## config.mk

```make
export PLATFORM = sky130hd
export DESIGN_NAME = peaking_biquad_dry_wet
export DESIGN_NICKNAME = d
export VERILOG_FILES = /design/src/pbq_pkg.sv /design/src/peaking_biquad_dry_wet.sv /design/src/pbq_ucode_rom.sv /design/src/pbq_datapath.sv
export SDC_FILE = /design/constraint.sdc
export NUM_CORES = 2
export LEC_CHECK = 0
export ABC_AREA = 1
export BUFFER_PORTS_ARGS = -buffer_cell sky130_fd_sc_hd__buf_2
export CORE_UTILIZATION = 24
export DETAILED_ROUTE_END_ITERATION = 10
export PLACE_DENSITY = 0.36
export SYNTH_ARGS = -nofsm -noshare
export SYNTH_HDL_FRONTEND = slang
export SYNTH_HIERARCHICAL = 1
export SYNTH_SLANG_ARGS = --single-unit
```

## constraint.sdc

```tcl
create_clock -name clk -period 12.2 [get_ports clk]
set_clock_uncertainty 0.1 [all_clocks]
set_input_delay 1.83 -clock clk [delete_from_list [all_inputs] [get_ports clk]]
set_output_delay 1.83 -clock clk [all_outputs]
set_load 0.05 [all_outputs]
```

## src/pbq_pkg.sv

```systemverilog
// ----------------------------------------------------------------------------
// pbq_pkg
// Shared types and constants for the peaking biquad with dry/wet mix:
// control word layout of the microprogram and fixed datapath widths.
// ----------------------------------------------------------------------------
`default_nettype none

package pbq_pkg;

	localparam int SAMPLE_W  = 24;
	localparam int COEF_W    = 32;
	localparam int PROD_W    = SAMPLE_W + COEF_W;  // exact Q6.50 product
	localparam int ACC_W     = PROD_W + 2;         // headroom for five products
	localparam int FRAC_SHIFT = 27;
	localparam int NUM_COEFS = 7;
	localparam int CFG_IDX_W = 3;
	localparam int STEP_W    = 4;

	localparam logic signed [SAMPLE_W-1:0] SAMPLE_MAX = 24'sh7fffff;
	localparam logic signed [SAMPLE_W-1:0] SAMPLE_MIN = 24'sh800000;
	localparam logic signed [COEF_W-1:0]   WET_RESET  = 32'sd134217728;

	localparam logic OP_FILTER = 1'b0;
	localparam logic OP_CLEAR  = 1'b1;

	// register indexes double as coefficient selects
	typedef enum logic [CFG_IDX_W-1:0] {
		COEF_FF0 = 3'd0,
		COEF_FF1 = 3'd1,
		COEF_FF2 = 3'd2,
		COEF_FB1 = 3'd3,
		COEF_FB2 = 3'd4,
		COEF_DRY = 3'd5,
		COEF_WET = 3'd6
	} coef_sel_t;

	typedef enum logic [2:0] {
		SRC_X,
		SRC_X1,
		SRC_X2,
		SRC_Y1,
		SRC_Y2,
		SRC_Z
	} src_sel_t;

	typedef enum logic [1:0] {
		ACC_NOP,
		ACC_LOAD,
		ACC_ADD,
		ACC_SUB
	} acc_op_t;

	typedef enum logic {
		SEQ_NEXT,
		SEQ_WAIT_END  // hold while the result register is full, then end
	} seq_op_t;

	typedef struct packed {
		coef_sel_t coef;
		src_sel_t  src;
		acc_op_t   acc;
		logic      take_z;
		logic      emit;
		seq_op_t   seq;
	} ctrl_t;

	localparam logic [STEP_W-1:0] LAST_STEP = 4'd9;

endpackage

`default_nettype wire

```

## src/peaking_biquad_dry_wet.sv

```systemverilog
// A filter item runs the ten-step program, the last step waiting while the result
// register is full; new items wait for it to end, a clear item does not start it.
// Item rate is set by the single shared 32x24 multiplier walked by the microprogram.
// The result register lets the next item start while a result waits downstream.
// Reset (arst_n low, async): histories zero, gains zero except wet_gain = 1.0.
// ----------------------------------------------------------------------------
// peaking_biquad_dry_wet
// Multichannel direct-form-1 biquad with dry/wet mix, microcoded datapath.
// ----------------------------------------------------------------------------
`default_nettype none

module peaking_biquad_dry_wet #(
	parameter int CHANNELS = 2
) (
	input  wire logic                          clk,
	input  wire logic                          arst_n,
	input  wire logic                          s_tvalid,
	output logic                               s_tready,
	input  wire logic [31:0]                   s_tdata,   // [0] channel, [24:1] sample_in
	input  wire logic                          s_tuser,   // [0] opcode
	output logic                               m_tvalid,
	input  wire logic                          m_tready,
	output logic [31:0]                        m_tdata,   // [0] channel_out, [24:1] sample_out
	input  wire logic                          cfg_we,
	input  wire logic [pbq_pkg::CFG_IDX_W-1:0] cfg_index,
	input  wire logic [pbq_pkg::COEF_W-1:0]    cfg_data
);

	localparam int CH_W = (CHANNELS > 1) ? $clog2(CHANNELS) : 1;
	localparam int SW   = pbq_pkg::SAMPLE_W;

	logic signed [pbq_pkg::COEF_W-1:0] coef_q [pbq_pkg::NUM_COEFS];
	logic signed [SW-1:0] x1_q [CHANNELS];
	logic signed [SW-1:0] x2_q [CHANNELS];
	logic signed [SW-1:0] y1_q [CHANNELS];
	logic signed [SW-1:0] y2_q [CHANNELS];

	logic                        busy_q;
	logic [pbq_pkg::STEP_W-1:0]  step_q;
	logic                        ch_q;
	logic signed [SW-1:0]        x_q;
	logic signed [SW-1:0]        z_q;
	logic                        m_valid_q;
	logic                        out_ch_q;
	logic signed [SW-1:0]        out_sample_q;

	pbq_pkg::ctrl_t              ctrl;
	logic [CH_W-1:0]             ch_idx;
	logic                        in_xfer;
	logic                        in_ch;
	logic                        ch_ok;
	logic                        out_free;
	logic                        emit_fire;
	logic signed [SW-1:0]        operand;
	logic signed [SW-1:0]        rounded;

	assign in_ch     = s_tdata[0];
	assign ch_ok     = (32'(in_ch) < CHANNELS);
	assign s_tready  = !busy_q;
	assign in_xfer   = s_tvalid && s_tready;
	assign ch_idx    = CH_W'(ch_q);
	assign out_free  = !m_valid_q || m_tready;
	assign emit_fire = busy_q && ctrl.emit && out_free;

	assign m_tvalid = m_valid_q;
	assign m_tdata  = {7'b0, out_sample_q, out_ch_q};

	pbq_ucode_rom u_rom (
		.step (step_q),
		.ctrl (ctrl)
	);

	always_comb begin
		case (ctrl.src)
			pbq_pkg::SRC_X:  operand = x_q;
			pbq_pkg::SRC_X1: operand = x1_q[ch_idx];
			pbq_pkg::SRC_X2: operand = x2_q[ch_idx];
			pbq_pkg::SRC_Y1: operand = y1_q[ch_idx];
			pbq_pkg::SRC_Y2: operand = y2_q[ch_idx];
			pbq_pkg::SRC_Z:  operand = z_q;
			default:         operand = x_q;
		endcase
	end

	pbq_datapath u_dp (
		.clk     (clk),
		.acc_op  (busy_q ? ctrl.acc : pbq_pkg::ACC_NOP),
		.coef    (coef_q[ctrl.coef]),
		.operand (operand),
		.rounded (rounded)
	);

	// configuration registers
	always_ff @(posedge clk or negedge arst_n) begin
		if (!arst_n) begin
			for (int i = 0; i < pbq_pkg::NUM_COEFS; i++)
				coef_q[i] <= (i == int'(pbq_pkg::COEF_WET)) ? pbq_pkg::WET_RESET : '0;
		end else if (cfg_we && cfg_index <= pbq_pkg::COEF_WET) begin
			coef_q[cfg_index] <= cfg_data;
		end
	end

	// sequencer
	always_ff @(posedge clk or negedge arst_n) begin
		if (!arst_n) begin
			busy_q <= 1'b0;
			step_q <= '0;
		end else if (in_xfer) begin
			if (s_tuser == pbq_pkg::OP_FILTER && ch_ok) begin
				busy_q <= 1'b1;
				step_q <= '0;
			end
		end else if (busy_q) begin
			case (ctrl.seq)
				pbq_pkg::SEQ_NEXT: step_q <= step_q + 1'b1;
				default: begin
					if (out_free)
						busy_q <= 1'b0;
				end
			endcase
		end
	end

	always_ff @(posedge clk) begin
		if (in_xfer) begin
			ch_q <= in_ch;
			x_q  <= s_tdata[SW:1];
		end
		if (busy_q && ctrl.take_z)
			z_q <= rounded;
	end

	// per-channel history
	always_ff @(posedge clk or negedge arst_n) begin
		if (!arst_n) begin
			for (int c = 0; c < CHANNELS; c++) begin
				x1_q[c] <= '0;
				x2_q[c] <= '0;
				y1_q[c] <= '0;
				y2_q[c] <= '0;
			end
		end else if (in_xfer && s_tuser == pbq_pkg::OP_CLEAR) begin
			for (int c = 0; c < CHANNELS; c++) begin
				x1_q[c] <= '0;
				x2_q[c] <= '0;
				y1_q[c] <= '0;
				y2_q[c] <= '0;
			end
		end else if (busy_q && ctrl.take_z) begin
			x2_q[ch_idx] <= x1_q[ch_idx];
			x1_q[ch_idx] <= x_q;
			y2_q[ch_idx] <= y1_q[ch_idx];
			y1_q[ch_idx] <= rounded;
		end
	end

	// result register
	always_ff @(posedge clk or negedge arst_n) begin
		if (!arst_n) begin
			m_valid_q <= 1'b0;
		end else if (emit_fire) begin
			m_valid_q <= 1'b1;
		end else if (m_tready) begin
			m_valid_q <= 1'b0;
		end
	end

	always_ff @(posedge clk) begin
		if (emit_fire) begin
			out_ch_q     <= ch_q;
			out_sample_q <= rounded;
		end
	end

	a_clear_no_work: assert property (@(posedge clk) disable iff (!arst_n)
		in_xfer && s_tuser == pbq_pkg::OP_CLEAR |=> !busy_q)
		else $error("clear transfer started the program");

	a_step_range: assert property (@(posedge clk) disable iff (!arst_n)
		busy_q |-> step_q <= pbq_pkg::LAST_STEP)
		else $error("step counter ran past the program");

	a_emit_valid: assert property (@(posedge clk) disable iff (!arst_n)
		emit_fire |=> m_tvalid && !busy_q)
		else $error("emit did not present a result or did not end the item");

endmodule

`default_nettype wire

```

## src/pbq_ucode_rom.sv

```systemverilog
// ----------------------------------------------------------------------------
// pbq_ucode_rom
// Microprogram store: one control word per step of a filter item.
// ----------------------------------------------------------------------------
`default_nettype none

module pbq_ucode_rom (
	input  wire logic [pbq_pkg::STEP_W-1:0] step,
	output pbq_pkg::ctrl_t                  ctrl
);

	// Multiply issues one step ahead of its accumulate.
	always_comb begin
		ctrl = '{coef: pbq_pkg::COEF_FF0, src: pbq_pkg::SRC_X, acc: pbq_pkg::ACC_NOP,
			take_z: 1'b0, emit: 1'b0, seq: pbq_pkg::SEQ_NEXT};
		case (step)
			4'd0: begin
				ctrl.coef = pbq_pkg::COEF_FF0;
				ctrl.src  = pbq_pkg::SRC_X;
			end
			4'd1: begin
				ctrl.coef = pbq_pkg::COEF_FF1;
				ctrl.src  = pbq_pkg::SRC_X1;
				ctrl.acc  = pbq_pkg::ACC_LOAD;
			end
			4'd2: begin
				ctrl.coef = pbq_pkg::COEF_FF2;
				ctrl.src  = pbq_pkg::SRC_X2;
				ctrl.acc  = pbq_pkg::ACC_ADD;
			end
			4'd3: begin
				ctrl.coef = pbq_pkg::COEF_FB1;
				ctrl.src  = pbq_pkg::SRC_Y1;
				ctrl.acc  = pbq_pkg::ACC_ADD;
			end
			4'd4: begin
				ctrl.coef = pbq_pkg::COEF_FB2;
				ctrl.src  = pbq_pkg::SRC_Y2;
				ctrl.acc  = pbq_pkg::ACC_SUB;
			end
			4'd5: begin
				ctrl.coef = pbq_pkg::COEF_DRY;
				ctrl.src  = pbq_pkg::SRC_X;
				ctrl.acc  = pbq_pkg::ACC_SUB;
			end
			4'd6: begin
				// z rounds from the old sum while dry*x loads
				ctrl.acc    = pbq_pkg::ACC_LOAD;
				ctrl.take_z = 1'b1;
			end
			4'd7: begin
				ctrl.coef = pbq_pkg::COEF_WET;
				ctrl.src  = pbq_pkg::SRC_Z;
			end
			4'd8: begin
				ctrl.acc = pbq_pkg::ACC_ADD;
			end
			4'd9: begin
				ctrl.emit = 1'b1;
				ctrl.seq  = pbq_pkg::SEQ_WAIT_END;
			end
			default: begin
				ctrl.seq = pbq_pkg::SEQ_WAIT_END;
			end
		endcase
	end

endmodule

`default_nettype wire

```

## src/pbq_datapath.sv

```systemverilog
// ----------------------------------------------------------------------------
// pbq_datapath
// Shared multiplier, accumulator and round/saturate to Q1.23.
// ----------------------------------------------------------------------------
`default_nettype none

module pbq_datapath (
	input  wire logic                                clk,
	input  wire pbq_pkg::acc_op_t                    acc_op,
	input  wire logic signed [pbq_pkg::COEF_W-1:0]   coef,
	input  wire logic signed [pbq_pkg::SAMPLE_W-1:0] operand,
	output logic signed [pbq_pkg::SAMPLE_W-1:0]      rounded
);

	localparam int RND_W = pbq_pkg::ACC_W + 1;
	localparam int Q_W   = RND_W - pbq_pkg::FRAC_SHIFT;

	logic signed [pbq_pkg::PROD_W-1:0] prod_q;
	logic signed [pbq_pkg::ACC_W-1:0]  acc_q;
	logic signed [pbq_pkg::ACC_W-1:0]  prod_ext;
	logic signed [RND_W-1:0]           rnd_sum;
	logic signed [Q_W-1:0]             quot;

	assign prod_ext = pbq_pkg::ACC_W'(prod_q);

	always_ff @(posedge clk) begin
		prod_q <= coef * operand;
		case (acc_op)
			pbq_pkg::ACC_LOAD: acc_q <= prod_ext;
			pbq_pkg::ACC_ADD:  acc_q <= acc_q + prod_ext;
			pbq_pkg::ACC_SUB:  acc_q <= acc_q - prod_ext;
			default:           acc_q <= acc_q;
		endcase
	end

	// round half up, floor shift, clamp
	always_comb begin
		rnd_sum = RND_W'(acc_q) + (RND_W'(1) <<< (pbq_pkg::FRAC_SHIFT - 1));
		quot    = Q_W'(rnd_sum >>> pbq_pkg::FRAC_SHIFT);
		if (quot > Q_W'(pbq_pkg::SAMPLE_MAX))
			rounded = pbq_pkg::SAMPLE_MAX;
		else if (quot < Q_W'(pbq_pkg::SAMPLE_MIN))
			rounded = pbq_pkg::SAMPLE_MIN;
		else
			rounded = pbq_pkg::SAMPLE_W'(quot);
	end

endmodule

`default_nettype wire

```

Yosys cells after proc, flatten, opt, wreduce, memory -nomap -nowiden
Cells that the tools add are included.
{ "word_totals": {"reg_bits": 610, "output_inout_bits": 34, "input_bits": 73} }
{ "classes": {"add_sub_neg": 4, "n_reduce_logical": 22, "magnitude_cmp": 8, "n_mux": 52, "n_eq_ne": 18, "multipliers": 1, "bitwise_logic": 3} }
{ "ops": {"columns": ["cell", "count"], "rows": [
  ["48-bit two-way mux", 8],
  ["24-bit two-way mux", 15],
  ["224-bit bitwise mux", 1],
  ["48-bit bitwise mux", 4],
  ["58-bit one-hot mux with 3 select lines", 1],
  ["24-bit one-hot mux with 5 select lines", 1],
  ["32-bit binary-select mux with 3-bit select", 1],
  ["32-bit demux with 3-bit select", 1],
  ["32-bit two-way mux", 3],
  ["58-bit by 28-bit adder with 59-bit output, second input constant", 1],
  ["58-bit by 56-bit adder with 58-bit output", 1],
  ["58-bit by 56-bit subtractor with 58-bit output", 1],
  ["32-bit by 24-bit multiplier with 56-bit output", 1],
  ["6-bit one-hot mux with 6 select lines", 1],
  ["32-bit by 24-bit > comparator with 1-bit output, second input constant", 1],
  ["32-bit by 24-bit < comparator with 1-bit output, second input constant", 1],
  ["24-bit demux with 1-bit select", 1],
  ["4-bit by 3-bit equality test with 1-bit output, second input constant", 4],
  ["4-bit two-way mux", 4],
  ["1-bit two-way mux", 9],
  ["9-bit OR reduction", 1],
  ["4-bit by 2-bit equality test with 1-bit output, second input constant", 2],
  ["4-bit equality test, second input constant", 2],
  ["4-bit >= comparator, second input constant", 2],
  ["25 further kinds", 41]
]} }

Longest topological paths before layout
{ "logic_depth": {"ltp_word": 8, "depth_mapped": 42, "depth_no_buf": 40} }

Cells and area by module
The synthesis kept the hierarchy.
{ "by_module_without_submodules": {"columns": ["mod", "cells_per_inst", "n_inst", "seq_area_each_um2", "area_each_um2"], "rows": [
  ["pbq_datapath", 5601, 1, 2862.7, 39878.2],
  ["peaking_biquad_dry_wet", 2570, 1, 12783.5, 22022.4],
  ["pbq_ucode_rom", 30, 1, 0.0, 126.4]
]} }

Least setup slack after synthesis
No wires, ideal clock.
{ "synth_timing": {"kind": "register to register", "from": "register step_q[3] (netlist bit)", "to": "register u_dp/prod_q[55] (netlist bit)", "arrival_ps": 7798, "setup_time_ps": 112, "slack_ps": 4190, "stages_incl_launch_ff": 36, "period_less_slack_ps": 8010, "path_cell_list": "dfrtp_1 -> inv_1 -> nand2_2 -> o21ai_1 -> buf_4 -> buf_4 -> o21ai_0 -> o21ai_0 -> nand2_1 -> nand2_1 -> clkbuf_1 -> nand2_1 -> fa_1 -> inv_1 -> fa_1 -> inv_1 -> fa_1 -> inv_1 -> fa_1 -> fa_1 -> fa_1 -> inv_1 -> fa_1 -> inv_1 -> ha_1 -> inv_1 -> nor3_1 -> inv_1 -> nor2_1 -> nand2_1 -> nor3_1 -> nand2_1 -> nand3_1 -> inv_1 -> nand2_1 -> nand2_1"} }
{ "synth_lines": {"columns": ["element", "line", "source"], "rows": [
  ["from (decl)", "peaking_biquad_dry_wet.sv:39", "logic [pbq_pkg::STEP_W-1:0] step_q;"],
  ["from (signal assigned)", "peaking_biquad_dry_wet.sv:115", "pbq_pkg::SEQ_NEXT: step_q <= step_q + 1'b1;"],
  ["to (signal assigned)", "pbq_datapath.sv:27", "prod_q <= coef * operand;"],
  ["to (decl)", "pbq_datapath.sv:18", "logic signed [pbq_pkg::PROD_W-1:0] prod_q;"]
]} }

==> summary.md <==
| Metric | Value |
|---|---|
| Fmax | 98.1 MHz |
| Most frequent cells after synthesis | nand2_1, inv_1, fa_1 |
| RR Startpoint | step_q[2] |
| Slew @ Worst Pin | 1.12 ns |
| Met2 Usage GRT | 29.8% |
| Vias in the first global route | 53400 |
| Post-CTS Repair Setup Buffers | 0 |
| Worst r2r path cells | 32 |
| H-Tree Depth | 3 |
| First drt pass iteration count | 6 |
| Via density | 4.40 |
| CTS resizes | 0 |
| Post-synth cell types | 52 |
| Setup CP Type | reg -> reg |
| Final Cycle Share | 83.6% |
| FILL cells | 28500 |
| Leading area contributor after synthesis | fa_1 |
| Core area | 257000 um^2 |
| M1 GR Usage | 23.9% |
| First-pass GRT wire length | 344000 um |
| DRT iter0 DRCs | 3057 |
| Final Setup Violations | 0 |
| Asr flop ratio synth | 69.2% |
| Fraction of layout cells with a size suffix above 1 | 5.36% |
| DP HPWL | 173000 um |
| Antenna Nets Post-Route | 0 |
| Slew headroom | 25.1% |
| Die area | 260000 um^2 |
| CTS root buf | clkbuf_16 |
| Fin crit period | 10.19 ns |
| Final Hold Fails | 0 |
| Placer congestion estimate | 0.915 |
| Area contributors post-synth | fa_1, dfrtp_1, nand2_1, inv_1, edfxtp_1 |
| CTS tree | done |
| Worst reg2reg setup slack | 2.01 ns |
| Syn-to-layout area delta | 11.6% |
| Clk buf depth | 3 |
| Final core utilization | 27.0% |
| Total number of vias | 51100 |
| DR WL/cell | 19.4 um |
| Hold WC Path Type | reg -> reg |
| CTS Hold Buffers Added | 0 |
| Crit end category | flip-flop |
| DIE HEIGHT | 510 um |
| Status | complete, no violations |
| Initial Util | 24.1% |
| GRT Util Overall | 17.5% |
| RSZ-0062 raised after global routing | false |
| Setup ws final | 2.01 ns |
| Top-area cell type share of the netlist area | 25.3% |
| DR DRC count | 0 |
| Syn avg cell area | 7.56 um^2 |
| Post-synthesis sequential area ratio | 25.2% |
| Final WL | 225000 um |
| GRT busiest layer | met2 |
| YS warnings | 6 |
| # rows | 186 |
| Reg-to-Reg End | u_dp/prod_q[55] |
| Nets | 9226 |
| CTS Buf Count | 82 |
| Pins over their slew limit | 0 |
| Pre-CTS WS | 1.90 ns |
| Max_cap viols | 0 |
| Mapped Area | 62000 um^2 |
| CP required | 12.75 ns |
| Pin count of the biggest net entering global routing | 110 |
| Post-synth EDFFs | 132 |
| Cell with the largest stage delay on the worst path | nor2_4 |
| Worst setup endpoint | u_dp/prod_q[55] |
| Number of port buffers | 92 |
| I/O Pins | 107 |
| Clock Pin Slew Worst Setup and Hold Paths | 0.06 ns |
| Maximum fanout along the worst path | 24 |
| Antenna violations before repair | 8 |
| GRT overflow | 0 |
| Setup TNS | 0 ns |
| Critical Path Source Type | flip-flop |
| Primary FF master, synth | dfrtp_1 |
| Max stage delay on crit path | 0.72 ns |
| Met3 usage | 1.48% |
| Most common cell in the netlist | nand2_1 |
| Worst setup path start | step_q[2] |
| Skew-Pair Late Insertion Delay | 0.75 ns |
| Clock sinks | 610 |
| Number of synthesized register bits | 610 |
| Post-Synthesis Cells | 8201 |
| Critical path arrival | 10.75 ns |
| Die Wd | 510 um |
==> registers in the layout, summed over array words and instances (netlist names) <==
name and count:
u_dp/acc_q 58, x_q 24, x2_q 48, out_sample_q 24, y2_q 48, step_q 4, u_dp/prod_q 56, out_ch_q 1
z_q 24, coef_q 224, busy_q 1, y1_q 48, m_tvalid 1, ch_idx 1, x1_q 48
==> worst max-delay path, delay by kind of cell, from the launching register on <==
| kind | cells | cell delay [ns] |
|---|---|---|
| DFF | 1 | 0.54 |
| buffers and inverters | 6 | 1.09 |
| AOI/OAI and AO/OA | 5 | 0.93 |
| and+or+nand+nor | 13 | 3.07 |
| adders and majority gates | 8 | 4.28 |
==> stage by stage <==
stage | cell area [um^2] | instances | hold WS (ns)
detailed placement | 66300 | 11500 | 0.367
CTS | 69200 | 11600 | 0.382
global placement | 66300 | 11500 | 0.361
finish | 69300 | 11600 | 0.375
floorplan | 62000 | 8207 | 0.328
global route | 69300 | 11600 | 0.400
==> placed cells by master, fill, tap and decap left out, types with 91 or more instances in the layout <==
cell type	count
nand2_1	2360
inv_1	1851
fa_1	784
nor2_1	511
o21ai_0	511
dfrtp_1	421
nand3_1	223
ha_1	210
o22ai_1	193
a21oi_1	144
edfxtp_1	132
buf_4	105
buf_2	91
==> kinds of logic after synthesis <==
logic type	after synthesis	share of synthesized area [%]
AO/OA/AOI/OAI	936	8.17
flip-flops	610	25.2
other	1	0.00605
AND/OR/NAND/NOR	3329	21.5
adder cells (fa/ha/maj)	994	29.5
XOR/XNOR	136	1.92
buffers and inverters	2195	13.7
==> worst min path at each step <==
stage	startpoint	endpoint	slack [ns]	cells past startpoint
after floorplan	ch_idx	out_ch_q	0.33	0
after global placement	coef_q[149]	coef_q[149]	0.36	2
after detailed placement	coef_q[159]	coef_q[159]	0.37	2
after CTS	coef_q[141]	coef_q[141]	0.38	2
after global routing	coef_q[92]	coef_q[92]	0.40	2
final	coef_q[178]	coef_q[178]	0.37	2
==> metal layers <==
metal  vias up  wire (um)
met5         -          0
met4         0       5460
met3       203       6620
met2       914     107000
met1     25400     106000
li1      24500          -
==> area by class of cell <==
class / count / area, um^2 / share of cell area, %
clock inverters: 44 / 594 / 0.858
multi-input cells: 5402 / 38100 / 55.1
repair buffers: 200 / 1320 / 1.90
inverters: 1863 / 7000 / 10.1
flip-flops and latches: 610 / 15600 / 22.6
clock buffers: 110 / 2320 / 3.35
well taps: 3384 / 4230 / 6.11
diodes: 2 / 5.00 / 0.00723
Power is not shown: default switching activity piles up to over one toggle a cycle in this logic, so the estimate is an artifact.
